==> config.mk <==
export PLATFORM = sky130hd
export DESIGN_NAME = modbus_rtu_master_frame_engine_top
export DESIGN_NICKNAME = d
export VERILOG_FILES = /design/src/rtl/core/mrtu_pkg.sv /design/src/rtl/core/modbus_rtu_master_frame_engine_top.sv
export SDC_FILE = /design/constraint.sdc
export NUM_CORES = 1
export LEC_CHECK = 0
export BUFFER_PORTS_ARGS = -buffer_cell sky130_fd_sc_hd__buf_2
export CORE_MARGIN = 2
export CORE_UTILIZATION = 56
export CTS_BUF_LIST = sky130_fd_sc_hd__clkbuf_8
export DETAILED_ROUTE_END_ITERATION = 10
export PLACE_DENSITY = 0.78
export SKIP_LAST_GASP = 1
export SLEW_MARGIN = 10
export SYNTH_ARGS = -nofsm -noshare
export SYNTH_HDL_FRONTEND = slang
export SYNTH_SLANG_ARGS = --single-unit
==> constraint.sdc <==
create_clock -name i_clk -period 5.3 [get_ports i_clk]
set_input_delay 0.265 -clock i_clk [delete_from_list [all_inputs] [get_ports i_clk]]
set_output_delay 0.265 -clock i_clk [all_outputs]
set_load 0.005 [all_outputs]
==> src/rtl/core/mrtu_pkg.sv <==
`timescale 1ns / 1ps
package mrtu_pkg;

    localparam int unsigned MAX_READ_REGS   = 125;
    localparam int unsigned MAX_FRAME_BYTES = 256;

    localparam logic [15:0] CRC_INIT = 16'hFFFF;
    localparam logic [15:0] CRC_POLY = 16'hA001;

    localparam logic [7:0] FC_READ_HOLD = 8'h03;
    localparam logic [7:0] FC_WRITE_ONE = 8'h06;
    localparam logic [7:0] FC_WRITE_MUL = 8'h10;
    localparam logic [7:0] FC_EXC_WONE  = 8'h86;

    typedef enum logic [1:0] {
        REQ_START = 2'd0,
        REQ_VALUE = 2'd1,
        REQ_BYTE  = 2'd2,
        REQ_GAP   = 2'd3
    } t_req;

    typedef enum logic [1:0] {
        FN_READ  = 2'd0,
        FN_WONE  = 2'd1,
        FN_WMUL  = 2'd2,
        FN_BAD   = 2'd3
    } t_func;

    typedef enum logic [1:0] {
        OK_TX     = 2'd0,
        OK_REG    = 2'd1,
        OK_STATUS = 2'd2,
        OK_UNUSED = 2'd3
    } t_kind;

    typedef enum logic [1:0] {
        PH_IDLE = 2'd0,
        PH_SEND = 2'd1,
        PH_RECV = 2'd2,
        PH_NONE = 2'd3
    } t_phase;

    typedef enum logic [3:0] {
        ST_OK        = 4'd0,
        ST_NO_DATA   = 4'd1,
        ST_INCOMPL   = 4'd2,
        ST_CRC       = 4'd3,
        ST_LENGTH    = 4'd4,
        ST_MISMATCH  = 4'd5,
        ST_BYTECOUNT = 4'd6,
        ST_EXCEPTION = 4'd7,
        ST_REGADDR   = 4'd8,
        ST_VALUE     = 4'd9,
        ST_BADCOUNT  = 4'd10,
        ST_EMPTY     = 4'd11
    } t_status;

    // byte-wide CRC-16 update, reflected polynomial
    function automatic logic [15:0] crc_byte(input logic [15:0] crc, input logic [7:0] b);
        logic [15:0] c;
        c = crc ^ {8'h00, b};
        for (int i = 0; i < 8; i++) begin
            if (c[0]) begin
                c = (c >> 1) ^ CRC_POLY;
            end else begin
                c = c >> 1;
            end
        end
        return c;
    endfunction

endpackage

==> src/rtl/core/modbus_rtu_master_frame_engine_top.sv <==
`timescale 1ns / 1ps
// The item hold and step counter register each input transfer; the first step runs once
//   the output is free, and each step's result is registered at the end of that step.
// At most one result a cycle. A start or value word emits its bytes in turn, the CRC
//   after them when the frame is complete; a byte that closes the frame adds a status step.
// While a result waits unaccepted the sequencer halts and a held item stalls the input.
// Reset (i_rst_n low, synchronous): phase idle, CRCs to 0xFFFF, counters cleared.
module modbus_rtu_master_frame_engine_top (
    input  logic        i_clk,
    input  logic        i_rst_n,
    input  logic        i_valid,
    output logic        o_stall,
    input  logic [1:0]  i_req_type,
    input  logic [7:0]  i_slave_addr,
    input  logic [1:0]  i_func_sel,
    input  logic [15:0] i_reg_addr,
    input  logic [15:0] i_count_or_value,
    input  logic [7:0]  i_rx_byte,
    input  logic        i_last_value,
    output logic        o_valid,
    input  logic        i_stall,
    output logic [1:0]  o_out_kind,
    output logic [7:0]  o_tx_byte,
    output logic [15:0] o_reg_value,
    output logic [3:0]  o_status,
    output logic [7:0]  o_exception_code,
    output logic        o_last
);
    import mrtu_pkg::*;

    // held input item and step counter of the sequencer
    logic        r_busy;
    logic [2:0]  r_step;
    logic [1:0]  r_req_type;
    logic [7:0]  r_slave_addr;
    logic [1:0]  r_func_sel;
    logic [15:0] r_reg_addr;
    logic [15:0] r_cov;
    logic [7:0]  r_rx_byte;
    logic        r_last_value;

    // transaction state
    logic [7:0]  r_cur_slave,  n_cur_slave;
    logic [1:0]  r_cur_func,   n_cur_func;
    logic [15:0] r_cur_addr,   n_cur_addr;
    logic [15:0] r_cur_cv,     n_cur_cv;
    logic [6:0]  r_words,      n_words;
    logic [15:0] r_tx_crc,     n_tx_crc;
    logic [15:0] r_rx_crc,     n_rx_crc;
    logic [8:0]  r_rx_len,     n_rx_len;
    logic [7:0]  r_hold,       n_hold;
    t_phase      r_phase,      n_phase;
    logic [7:0]  r_hdr [6];

    // output register
    logic        r_ov;
    t_kind       r_kind;
    logic [7:0]  r_tx;
    logic [15:0] r_val;
    t_status     r_st;
    logic [7:0]  r_exc;
    logic        r_last;

    logic        out_free, adv, done, emit, hdr_we, in_xfer;
    logic [2:0]  hdr_idx;
    t_kind       e_kind;
    logic [7:0]  e_tx;
    logic [15:0] e_val;
    t_status     e_st;
    logic [7:0]  e_exc;

    // combinational helpers
    logic [17:0] two_n_item, two_n_cur, exp_len;
    logic [7:0]  fc_item, tx_b;
    t_status     start_err;
    logic        start_bad;
    logic [8:0]  len_d, new_len;
    logic [7:0]  word_idx;
    t_status     ev_st;
    logic [7:0]  ev_exc;
    logic        good;

    assign out_free = !r_ov || !i_stall;
    assign adv      = r_busy && out_free;
    assign o_stall  = r_busy && !(out_free && done);
    assign in_xfer  = i_valid && !o_stall;

    assign two_n_item = {1'b0, r_cov, 1'b0};
    assign two_n_cur  = {1'b0, r_cur_cv, 1'b0};
    assign exp_len    = (r_cur_func == FN_READ) ? 18'd5 + two_n_cur : 18'd8;
    assign good       = (r_rx_crc == 16'h0000);
    assign len_d      = r_rx_len - 9'd2;
    assign new_len    = r_rx_len + 9'd1;
    assign word_idx   = 8'((r_rx_len - 9'd4) >> 1);

    always_comb begin
        case (r_func_sel)
            FN_READ: fc_item = FC_READ_HOLD;
            FN_WONE: fc_item = FC_WRITE_ONE;
            default: fc_item = FC_WRITE_MUL;
        endcase
    end

    // request parameter check on start
    always_comb begin
        start_bad = 1'b1;
        start_err = ST_BADCOUNT;
        case (r_func_sel)
            FN_READ: begin
                start_bad = (r_cov == 16'd0) || (r_cov > 16'(MAX_READ_REGS))
                         || (18'd5 + two_n_item > 18'(MAX_FRAME_BYTES));
            end
            FN_WONE: start_bad = 1'b0;
            FN_WMUL: begin
                if (r_cov == 16'd0) begin
                    start_err = ST_EMPTY;
                end else begin
                    start_bad = (18'd9 + two_n_item > 18'(MAX_FRAME_BYTES));
                end
            end
            default: start_bad = 1'b1;
        endcase
    end

    // request byte chosen by step
    always_comb begin
        case (r_step)
            3'd0:    tx_b = r_slave_addr;
            3'd1:    tx_b = fc_item;
            3'd2:    tx_b = r_reg_addr[15:8];
            3'd3:    tx_b = r_reg_addr[7:0];
            3'd4:    tx_b = r_cov[15:8];
            3'd5:    tx_b = r_cov[7:0];
            default: tx_b = two_n_item[7:0];
        endcase
    end

    // response check, in priority order
    always_comb begin
        ev_st  = ST_OK;
        ev_exc = 8'h00;
        if (r_rx_len == 9'd0) begin
            ev_st = ST_NO_DATA;
        end else if (r_rx_len < 9'd4) begin
            ev_st = ST_INCOMPL;
        end else if (!good && ({9'd0, r_rx_len} < exp_len)) begin
            ev_st = ST_INCOMPL;
        end else if (!good) begin
            ev_st = ST_CRC;
        end else if (r_cur_func == FN_READ) begin
            if (len_d < 9'd3) begin
                ev_st = ST_LENGTH;
            end else if (r_hdr[0] != r_cur_slave || r_hdr[1] != FC_READ_HOLD) begin
                ev_st = ST_MISMATCH;
            end else if (r_hdr[2] != two_n_cur[7:0]) begin
                ev_st = ST_BYTECOUNT;
            end else if ({9'd0, len_d} != 18'd3 + two_n_cur) begin
                ev_st = ST_LENGTH;
            end
        end else if (r_cur_func == FN_WONE) begin
            if (len_d == 9'd3 && r_hdr[0] == r_cur_slave && r_hdr[1] == FC_EXC_WONE) begin
                ev_st  = ST_EXCEPTION;
                ev_exc = r_hdr[2];
            end else if (len_d < 9'd6) begin
                ev_st = ST_LENGTH;
            end else if (r_hdr[0] != r_cur_slave || r_hdr[1] != FC_WRITE_ONE) begin
                ev_st = ST_MISMATCH;
            end else if ({r_hdr[2], r_hdr[3]} != r_cur_addr) begin
                ev_st = ST_REGADDR;
            end else if ({r_hdr[4], r_hdr[5]} != r_cur_cv) begin
                ev_st = ST_VALUE;
            end
        end else begin
            if (len_d < 9'd6) begin
                ev_st = ST_LENGTH;
            end else if (r_hdr[0] != r_cur_slave || r_hdr[1] != FC_WRITE_MUL) begin
                ev_st = ST_MISMATCH;
            end
        end
    end

    // one sequencer step: at most one result and the state it leaves
    always_comb begin
        n_cur_slave = r_cur_slave;
        n_cur_func  = r_cur_func;
        n_cur_addr  = r_cur_addr;
        n_cur_cv    = r_cur_cv;
        n_words     = r_words;
        n_tx_crc    = r_tx_crc;
        n_rx_crc    = r_rx_crc;
        n_rx_len    = r_rx_len;
        n_hold      = r_hold;
        n_phase     = r_phase;
        hdr_we      = 1'b0;
        hdr_idx     = r_rx_len[2:0];
        done        = 1'b1;
        emit        = 1'b0;
        e_kind      = OK_TX;
        e_tx        = 8'h00;
        e_val       = 16'h0000;
        e_st        = ST_OK;
        e_exc       = 8'h00;
        case (t_req'(r_req_type))
            REQ_START: begin
                emit = 1'b1;
                if (r_step == 3'd0) begin
                    n_cur_slave = r_slave_addr;
                    n_cur_func  = r_func_sel;
                    n_cur_addr  = r_reg_addr;
                    n_cur_cv    = r_cov;
                    n_words     = 7'd0;
                    n_phase     = PH_IDLE;
                    n_tx_crc    = CRC_INIT;
                    if (start_bad) begin
                        e_kind = OK_STATUS;
                        e_st   = start_err;
                    end else begin
                        e_tx     = tx_b;
                        n_tx_crc = crc_byte(CRC_INIT, tx_b);
                        done     = 1'b0;
                    end
                end else if (r_step <= 3'd5 || (r_step == 3'd6 && r_func_sel == FN_WMUL)) begin
                    e_tx     = tx_b;
                    n_tx_crc = crc_byte(r_tx_crc, tx_b);
                    if (r_step == 3'd6) begin
                        n_phase = PH_SEND;
                    end else begin
                        done = 1'b0;
                    end
                end else if (r_step == 3'd6) begin
                    e_tx = r_tx_crc[7:0];
                    done = 1'b0;
                end else begin
                    e_tx     = r_tx_crc[15:8];
                    n_rx_crc = CRC_INIT;
                    n_rx_len = 9'd0;
                    n_phase  = PH_RECV;
                end
            end
            REQ_VALUE: begin
                if (r_step == 3'd0) begin
                    if (r_phase == PH_SEND) begin
                        emit = 1'b1;
                        if (r_last_value && ({9'd0, r_words} + 16'd1 < r_cur_cv)) begin
                            e_kind  = OK_STATUS;
                            e_st    = ST_BADCOUNT;
                            n_phase = PH_IDLE;
                        end else begin
                            e_tx     = r_cov[15:8];
                            n_tx_crc = crc_byte(r_tx_crc, r_cov[15:8]);
                            done     = 1'b0;
                        end
                    end
                end else if (r_step == 3'd1) begin
                    emit     = 1'b1;
                    e_tx     = r_cov[7:0];
                    n_tx_crc = crc_byte(r_tx_crc, r_cov[7:0]);
                    n_words  = r_words + 7'd1;
                    done     = ({9'd0, n_words} < r_cur_cv);
                end else if (r_step == 3'd2) begin
                    emit = 1'b1;
                    e_tx = r_tx_crc[7:0];
                    done = 1'b0;
                end else begin
                    emit     = 1'b1;
                    e_tx     = r_tx_crc[15:8];
                    n_rx_crc = CRC_INIT;
                    n_rx_len = 9'd0;
                    n_phase  = PH_RECV;
                end
            end
            REQ_BYTE: begin
                if (r_step == 3'd0) begin
                    if (r_phase == PH_RECV) begin
                        if (r_rx_len < 9'(MAX_FRAME_BYTES)) begin
                            n_rx_crc = crc_byte(r_rx_crc, r_rx_byte);
                            hdr_we   = (r_rx_len < 9'd6);
                            n_rx_len = new_len;
                            if (r_cur_func == FN_READ && r_rx_len >= 9'd3) begin
                                if (r_rx_len[0]) begin
                                    n_hold = r_rx_byte;
                                end else if (({8'd0, word_idx} < r_cur_cv)
                                          && r_hdr[0] == r_cur_slave
                                          && r_hdr[1] == FC_READ_HOLD
                                          && r_hdr[2] == two_n_cur[7:0]) begin
                                    emit   = 1'b1;
                                    e_kind = OK_REG;
                                    e_val  = {r_hold, r_rx_byte};
                                end
                            end
                        end
                        // frame end: evaluate in the next step on the updated CRC
                        done = !(({9'd0, n_rx_len} >= exp_len)
                              || (n_rx_len >= 9'(MAX_FRAME_BYTES)));
                    end
                end else begin
                    emit    = 1'b1;
                    e_kind  = OK_STATUS;
                    e_st    = ev_st;
                    e_exc   = ev_exc;
                    n_phase = PH_IDLE;
                end
            end
            default: begin
                if (r_phase == PH_RECV) begin
                    emit    = 1'b1;
                    e_kind  = OK_STATUS;
                    e_st    = ev_st;
                    e_exc   = ev_exc;
                    n_phase = PH_IDLE;
                end
            end
        endcase
    end

    always_ff @(posedge i_clk) begin
        if (!i_rst_n) begin
            r_busy      <= 1'b0;
            r_step      <= 3'd0;
            r_ov        <= 1'b0;
            r_cur_slave <= 8'h00;
            r_cur_func  <= 2'd0;
            r_cur_addr  <= 16'h0000;
            r_cur_cv    <= 16'h0000;
            r_words     <= 7'd0;
            r_tx_crc    <= CRC_INIT;
            r_rx_crc    <= CRC_INIT;
            r_rx_len    <= 9'd0;
            r_hold      <= 8'h00;
            r_phase     <= PH_IDLE;
        end else begin
            if (in_xfer) begin
                r_busy <= 1'b1;
                r_step <= 3'd0;
            end else if (adv && done) begin
                r_busy <= 1'b0;
            end else if (adv) begin
                r_step <= r_step + 3'd1;
            end
            if (out_free) begin
                r_ov <= adv && emit;
            end
            if (adv) begin
                r_cur_slave <= n_cur_slave;
                r_cur_func  <= n_cur_func;
                r_cur_addr  <= n_cur_addr;
                r_cur_cv    <= n_cur_cv;
                r_words     <= n_words;
                r_tx_crc    <= n_tx_crc;
                r_rx_crc    <= n_rx_crc;
                r_rx_len    <= n_rx_len;
                r_hold      <= n_hold;
                r_phase     <= n_phase;
            end
        end
    end

    // payload registers: item hold, header store, result
    always_ff @(posedge i_clk) begin
        if (in_xfer) begin
            r_req_type   <= i_req_type;
            r_slave_addr <= i_slave_addr;
            r_func_sel   <= i_func_sel;
            r_reg_addr   <= i_reg_addr;
            r_cov        <= i_count_or_value;
            r_rx_byte    <= i_rx_byte;
            r_last_value <= i_last_value;
        end
        if (adv && hdr_we) begin
            r_hdr[hdr_idx] <= r_rx_byte;
        end
        if (adv && emit) begin
            r_kind <= e_kind;
            r_tx   <= e_tx;
            r_val  <= e_val;
            r_st   <= e_st;
            r_exc  <= e_exc;
            r_last <= (e_kind == OK_STATUS);
        end
    end

    assign o_valid          = r_ov;
    assign o_out_kind       = r_kind;
    assign o_tx_byte        = r_tx;
    assign o_reg_value      = r_val;
    assign o_status         = r_st;
    assign o_exception_code = r_exc;
    assign o_last           = r_last;

    // a final status always marks the end of the run
    a_last_kind: assert property (@(posedge i_clk) disable iff (!i_rst_n)
        o_valid |-> (o_last == (o_out_kind == OK_STATUS)))
        else $error("last flag disagrees with result kind");

    // no input stall while nothing is held
    a_idle_free: assert property (@(posedge i_clk) disable iff (!i_rst_n)
        !r_busy |-> !o_stall)
        else $error("input stalled with empty item hold");

    // a final status leaves the engine idle
    a_status_idle: assert property (@(posedge i_clk) disable iff (!i_rst_n)
        (adv && emit && e_kind == OK_STATUS) |=> (r_phase == PH_IDLE))
        else $error("phase not idle after final status");

    // a register value only comes out while receiving
    a_reg_recv: assert property (@(posedge i_clk) disable iff (!i_rst_n)
        (adv && emit && e_kind == OK_REG) |-> (r_phase == PH_RECV))
        else $error("register value outside the receive phase");

endmodule
# Yosys cells after proc, flatten, opt, wreduce, memory -nomap -nowiden
# Memories as Yosys holds them, arrays and structs flattened.
# Index checks and enable logic that the tools add are counted.
# word_totals
ramBits	48
n_memories	1
output_inout_bits	41
word_cells	508
inputBits	57
reg_bits	197
# mem_list
memory	depth	width	rd	rd_clocked_by_memory_dff	wr	line_no	source
r_hdr	6	8	6	0	1	modbus_rtu_master_frame_engine_top.sv:53	logic [7:0] r_hdr [6];
# op_classes
addsub	10
order_cmp	16
n_reduce_logical	52
n_eq_ne	48
mux	302
bitwise_logic	53
# ops
cell	n
16-bit 2-to-1 mux	175
8-bit 2-to-1 mux	18
2-bit NOT with 3-bit output	40
9-bit 2-to-1 mux	12
4-bit 2-to-1 mux	22
16-bit by 8-bit bitwise XOR with 16-bit output	4
16-bit case mux with 3 select lines	1
8-bit case mux with 6 select lines	1
3-bit by 17-bit adder with 18-bit output (first input constant)	2
18-bit by 9-bit greater-than comparator with 1-bit output (second input constant)	2
1-bit 2-to-1 mux	36
2-bit 2-to-1 mux	18
16-bit logical NOT	2
8-bit by 16-bit less-than comparator with 1-bit output	2
16-bit inequality test	2
16-bit case mux with 2 select lines	1
8-bit case mux with 2 select lines	2
9-bit by 3-bit less-than comparator with 1-bit output (second input constant)	3
9-bit case mux with 3 select lines	1
2-bit inequality test (second input constant)	12
7-bit 2-to-1 mux	3
3-bit inequality test (second input constant)	7
2-bit by 17-bit adder with 18-bit output (first input constant)	1
4-bit by 17-bit adder with 18-bit output (first input constant)	1
58 further kinds	113

# Depth between registers and ports, before layout
# logic_depth
depth_word	49
ltp_mapped	15
mapped_depth_nobuf	14

# Worst setup path before layout
# Ideal clock, no wire load.
# synth_path
kind	reg-to-reg
from	register r_rx_len[0]
to	register r_cov[0] (enable)
period_less_slack_ps	5898
t_required_ps	4818
t_arrival_ps	5416
n_path_buf	1
setup_time_ps	482
stages_incl_launch_ff	14
setup_slack_ps	-598
path_cell_list	dfxtp_1 -> clkbuf_1 -> inv_1 -> ha_1 -> mux2_2 -> ha_1 -> a21o_1 -> a21o_1 -> a21o_1 -> a21o_1 -> a211oi_1 -> o311a_1 -> o21ai_1 -> a21boi_1
# synth_via
elab_chain_len	16
elab_cells_between_ends	18
cone_classes	add/sub: 1; order compare: 3; mux: 7; reduce/logical: 7
# synth_lines
item	line_no	source
start: declaration	modbus_rtu_master_frame_engine_top.sv:50	logic [8:0] r_rx_len, n_rx_len;
start signal: assignment	modbus_rtu_master_frame_engine_top.sv:351	r_rx_len <= n_rx_len;
9-bit by 1-bit adder with 9-bit output or 9-bit less-than comparator (tied branches)	modbus_rtu_master_frame_engine_top.sv:93, modbus_rtu_master_frame_engine_top.sv:275	
9-bit 2-to-1 mux *	modbus_rtu_master_frame_engine_top.sv:275	if (r_rx_len < 9'(MAX_FRAME_BYTES)) begin
9-bit 2-to-1 mux *	modbus_rtu_master_frame_engine_top.sv:274	if (r_phase == PH_RECV) begin
9-bit 2-to-1 mux *	modbus_rtu_master_frame_engine_top.sv:273	if (r_step == 3'd0) begin
9-bit 2-to-1 mux *	modbus_rtu_master_frame_engine_top.sv:203	case (t_req'(r_req_type))
9-bit by 18-bit greater-or-equal comparator with 1-bit output or 9-bit greater-or-equal comparator (tied branches)	modbus_rtu_master_frame_engine_top.sv:293, modbus_rtu_master_frame_engine_top.sv:294	
1-bit logical OR *	modbus_rtu_master_frame_engine_top.sv:294	|| (n_rx_len >= 9'(MAX_FRAME_BYTES)));
1-bit logical NOT *	modbus_rtu_master_frame_engine_top.sv:293	done = !(({9'd0, n_rx_len} >= exp_len)
1-bit 2-to-1 mux *	modbus_rtu_master_frame_engine_top.sv:274	
1-bit 2-to-1 mux *	modbus_rtu_master_frame_engine_top.sv:273	
1-bit case mux with 3 select lines *	modbus_rtu_master_frame_engine_top.sv:203	
1-bit logical AND *	modbus_rtu_master_frame_engine_top.sv:85	assign o_stall = r_busy && !(out_free && done);
1-bit logical NOT *	modbus_rtu_master_frame_engine_top.sv:85	
1-bit logical AND *	modbus_rtu_master_frame_engine_top.sv:85	
1-bit logical NOT *	modbus_rtu_master_frame_engine_top.sv:86	assign in_xfer = i_valid && !o_stall;
1-bit logical AND *	modbus_rtu_master_frame_engine_top.sv:86	
named net in_xfer	modbus_rtu_master_frame_engine_top.sv:64	logic out_free, adv, done, emit, hdr_we, in_xfer;
end signal: assignment	modbus_rtu_master_frame_engine_top.sv:365	r_cov <= i_count_or_value;
end: declaration	modbus_rtu_master_frame_engine_top.sv:38	logic [15:0] r_cov;
# The timed path passes the listed nets; every way through them passes the cells marked *. The select of a mux whose other input is x is not followed.
# A chain may end at the register's enable or synchronous reset.

# Worst setup path after layout
# layout_path
from	register r_step[1]
to	output port o_stall
# layout_via
elab_chain_len	9
elab_cells_between_ends	19
cone_classes	order compare: 1; eq/ne: 3; mux: 9; reduce/logical: 6
# layout_lines
item	line_no	source
start: declaration	modbus_rtu_master_frame_engine_top.sv:33	logic [2:0] r_step;
start signal: assignment	modbus_rtu_master_frame_engine_top.sv:338	r_step <= r_step + 3'd1;
branches (longest 5 deep; another with 3-bit <= comparator)	n/a	
1-bit case mux with 3 select lines *	modbus_rtu_master_frame_engine_top.sv:203	
1-bit logical AND *	modbus_rtu_master_frame_engine_top.sv:85	
1-bit logical NOT *	modbus_rtu_master_frame_engine_top.sv:85	
1-bit logical AND *	modbus_rtu_master_frame_engine_top.sv:85	
end: declaration	modbus_rtu_master_frame_engine_top.sv:12	output logic o_stall,
# Every way passes the cells marked *.

==> summary by stage <==
STA
Setup violations remaining at the end of the flow were counted as 0. For this run, the top clock speed supported by timing is 0.228 GHz. On the final layout, the worst hold slack is 0.152 ns. The count of endpoints failing hold in the final timing report is 0. Headroom to the max-slew limit came out at 0.210.

The clock period minus worst slack is 4.39 ns. The final worst-path setup slack is 0.905 ns. The clock arrives with 0.0243 ns of skew. The share of the clock period used by the worst path is 0.829. The final-report max-slew violation count is 0. The setup TNS is 0 ns.

Setup repair after global routing left no endpoint under its margin. For the pin with the worst max-slew slack, the measured transition is 1.17 ns.

Setup path
The critical path goes through inv_1 -> ha_1 -> nor2b_2 -> buf_4 -> nand2_1 -> a21o_1 -> o311a_1 -> o21ai_1 -> and2_1 -> buf_2. The signal arrival time at the worst endpoint is 4.13 ns. The kind of capture point of the worst setup path is an output pin. The largest stage delay on the critical path is 0.70 ns. STA classifies the critical path startpoint as a flop. The critical path in this run is classified as flop to output pin.

STA puts the critical path data required time at 5.04 ns. The slowest cell on the critical path is nor2b_2. The top fanout value on the critical path is 25.

Detailed routing
Wire segments on met3 add up to 3.59 mm in the final route. The number of detailed-route iterations in the first pass is 6. The via count normalized by instance count is 6.08.

Dividing the detail-routed wire length by the instance count gives 20.8 um. The wire length on met1 is 16.5 mm. The wire length on met2 is 17.8 mm. Once detail routing completed, the nets flagged for antenna violations numbered 0.

The count of routing violations after the opening detailed-route iteration is 1294. For this block, the routed nets add up to 39.4 mm of wire. The DRC violation count after routing is 0. The highest routed metal layer is met4.

The count of vias placed by the detailed router is 11.5k.

Power
The net switching power is 1.12 mW. Of the total power, the clock network draws 0.382. The leakage power total is 5.72 nW. The combinational cell fraction of total power is 0.106.

Of the total power, the share spent switching nets is 0.268. The overall power is 4.18 mW. The cell area power density is 268 nW/um2. The cell-internal power is 3.06 mW. Of the total power, registers draw 0.512. IR analysis of the VDD net gives a maximum drop of 0.265 mV.

Yosys
The synthesized-area fraction occupied by ao, oa, aoi and oai cells is 0.132. The mux cell area share after synthesis is 0.0150. Counting flops and latches in the post-synthesis netlist gives 245. The area fraction in and, or, nand and nor cells after synthesis is 0.182. The most used flip-flop cell after synthesis is edfxtp_1. During synthesis, Yosys emitted a total of 0 warnings. The number of instances in the synthesized netlist is 1425. The post-synth net total is 1533. Of the total synthesized cell area, the portion taken by full adders, half adders and majority gates is 0.0470. In the synthesized netlist the async set-or-reset flop fraction comes to 0. Synthesis instantiated 73 different standard cells from the library.

By area, the combinational part of the netlist is dominated by simple AND/OR/NAND/NOR gates. The cell area that synthesis handed to floorplanning was 13600 um2. Yosys mapped a number of flops with a built-in enable equal to 140. The share of the Yosys chip area taken by registers is 0.464. Dividing the synthesized area by the synthesized cell count gives 9.53 um2.

The xor-xnor portion of the synthesized cell area is 0.126.

Global routing
The first-pass GRT wire length is 62.1 mm. The number of global-route vias before repair is 11.1k. For this run, the total global-route usage over all layers was measured as 0.309.

The number of antenna violations at the first check in global routing came to 0. The overflow left after global routing is 0. The maximum number of pins on one net before global-route repair is 57.

CTS
The maximum buffer depth of the clock tree is 3. The clock latency at the later pin of the worst-skew pair is 0.57 ns. The root buffer selected by CTS is clkbuf_8. After clock tree synthesis, the repair step resized 0 gates. The H-tree level count is 2. The clock sink count is 245.

The TritonCTS clock tree is yes. In this run, CTS created clock tree buffers numbering 42. The clock-pin transition on the worst setup and hold timing paths is 0.06 ns.

Min path
The path class of the tightest hold or removal check is input port to flop.

Flow run
Max-cap violations in this run came to 0.

Finish
The library cell used most frequently in the layout, excluding fill and tap cells, is nand2_1. Across the whole layout, storage elements account for 6310 um2. In the final layout, the multi-input gates occupy 6840 um2. The fraction of layout instances using a drive strength above 1 is 0.122.

The total number of nets in the final design is 1653. Fill cells in the final layout number 1864. From synthesis to final layout, the design area changed by 14.8%.

In the layout the commonest cells are nand2_1 (206), edfxtp_1 (140), xnor2_1 (128). The fraction of the core area covered by cells at the end of the flow is 0.660. The number of antenna diodes is 0.

Floorplanning
After floorplanning, the core was sized to cover 23600 um2. The die area is 25500 um2. During I/O placement, the number of pins put on the boundary was 98.

In this run the vertical extent of the chip is 160 um. The initial utilization of the core area, before any placement, comes to 0.575. The die is 160 um wide. The initialized floorplan defines 56 standard-cell rows.

Placement
The post-placement setup slack is 1.19 ns. The detailed placement HPWL is 26.9 mm. The weighted congestion reported at the end of routability-driven placement is 0.985. In this run the tool buffered the top-level ports with 97 buffer cells.

Status
The run finished with clean final reports.
[power by group through the flow]
stage / registers [mW] / clock network (mW) / logic (mW)
5_1_grt: 2.14 / 1.70 / 0.481
2_1_floorplan: 2.12 / 0 / 0.322
4_1_cts: 2.14 / 1.60 / 0.435
6_report: 2.14 / 1.60 / 0.445
3_5_place_dp: 2.18 / 0 / 0.399
3_3_place_gp: 2.18 / 0 / 0.393
[final timing paths]
check | start | end | slack, ns | cells after the start
setup / recovery | r_step[1] | o_stall | 0.91 | 10
hold / removal | i_stall | o_valid | 0.15 | 3
setup reg to reg | r_rx_len[0] | r_slave_addr[1] | 1.04 | 13
hold reg to reg | r_cur_addr[7] | r_cur_addr[7] | 0.48 | 2
[cell families after synthesis]
kind of cell               count (synthesis)
DFF                                      245
muxes                                     20
adders and majority gates                 51
and+or+nand+nor                          525
xor gates and xnor gates                 186
buffers and inverters                    121
AOI/OAI and AO/OA                        277
[synth_stat cells (all sizes together) (3+ instances only)]
library cell  number  share of area
xor2              52          0.034
xnor2            129          0.084
a21boi             6         0.0033
nand2            206          0.057
or3                5         0.0023
nor2b             27          0.012
a221oi             6         0.0039
a21o              12         0.0066
ha                51          0.047
edfxtp           140           0.31
o21ai             59          0.022
a222oi             3         0.0022
a41oi              4         0.0026
a221o              4         0.0029
o211ai            13         0.0076
and3               8         0.0037
buf               13         0.0046
dfxtp            105           0.15
o21bai             3         0.0017
a211oi             8         0.0044
inv               25         0.0069
clkbuf            81          0.022
or2                4         0.0018
mux2i             17          0.013
a21oi             88          0.032
o221ai            10         0.0064
or4                4         0.0022
nand3             52          0.019
xnor3              5         0.0084
nor3              38          0.014
a22oi              5         0.0028
nor2              88          0.024
o21a               5         0.0028
nand2b             9         0.0041
a31oi              9         0.0041
nand4             23          0.011
o22ai             18         0.0087
mux2               3         0.0025
nor4              19         0.0099
and2              35          0.016
o2111ai            6         0.0039
[worst max-delay path: cells and delay by family, from the launching register on]
kind | cells | cell delay (ns)
AOI/OAI and AO/OA | 3 | 0.68
and+or+nand+nor | 3 | 1.29
DFF | 1 | 0.40
buffers and inverters | 3 | 0.72
adders and majority gates | 1 | 0.48
[metrics by stage]
step / instance area, um2 / std cells
after global routing: 15600 / 1898
final: 15600 / 1898
after global placement: 14300 / 1766
after floorplan: 13600 / 1425
after detailed placement: 14300 / 1766
after CTS: 15600 / 1898
[final cells by class]
cell class	count	area share
multi-input combinational	1059	0.439
clock inverter	33	0.00987
sequential	245	0.404
inverter	27	0.00650
clock buffer	45	0.0397
timing repair buffer	170	0.0750
tap	319	0.0256
[flip-flops by register name (all words and copies together), names as in the netlist, 9 cells and up]
register     flops
r_cur_addr      16
r_rx_len         9
r_tx_crc        16
r_cur_cv        16
r_reg_addr      16
r_cov           16
o_reg_value     16
r_rx_crc        16
r_hdr           48
[per-layer routing]
layer | global-route usage | vias to the layer above
met1 | 0.431 | 5459
met2 | 0.484 | 651
met3 | 0.0530 | 117
met4 | 0.119 | 0
met5 | 0 | -
li1 | - | 5314
[what timing repair did]
| item | in CTS | in global routing |
|---|---|---|
| hold endpoints to repair | 54 | 0 |
| setup buffers | 0 | 0 |
| hold buffers | 54 | 0 |
No activity file was read; power rests on OpenSTA's default activity.
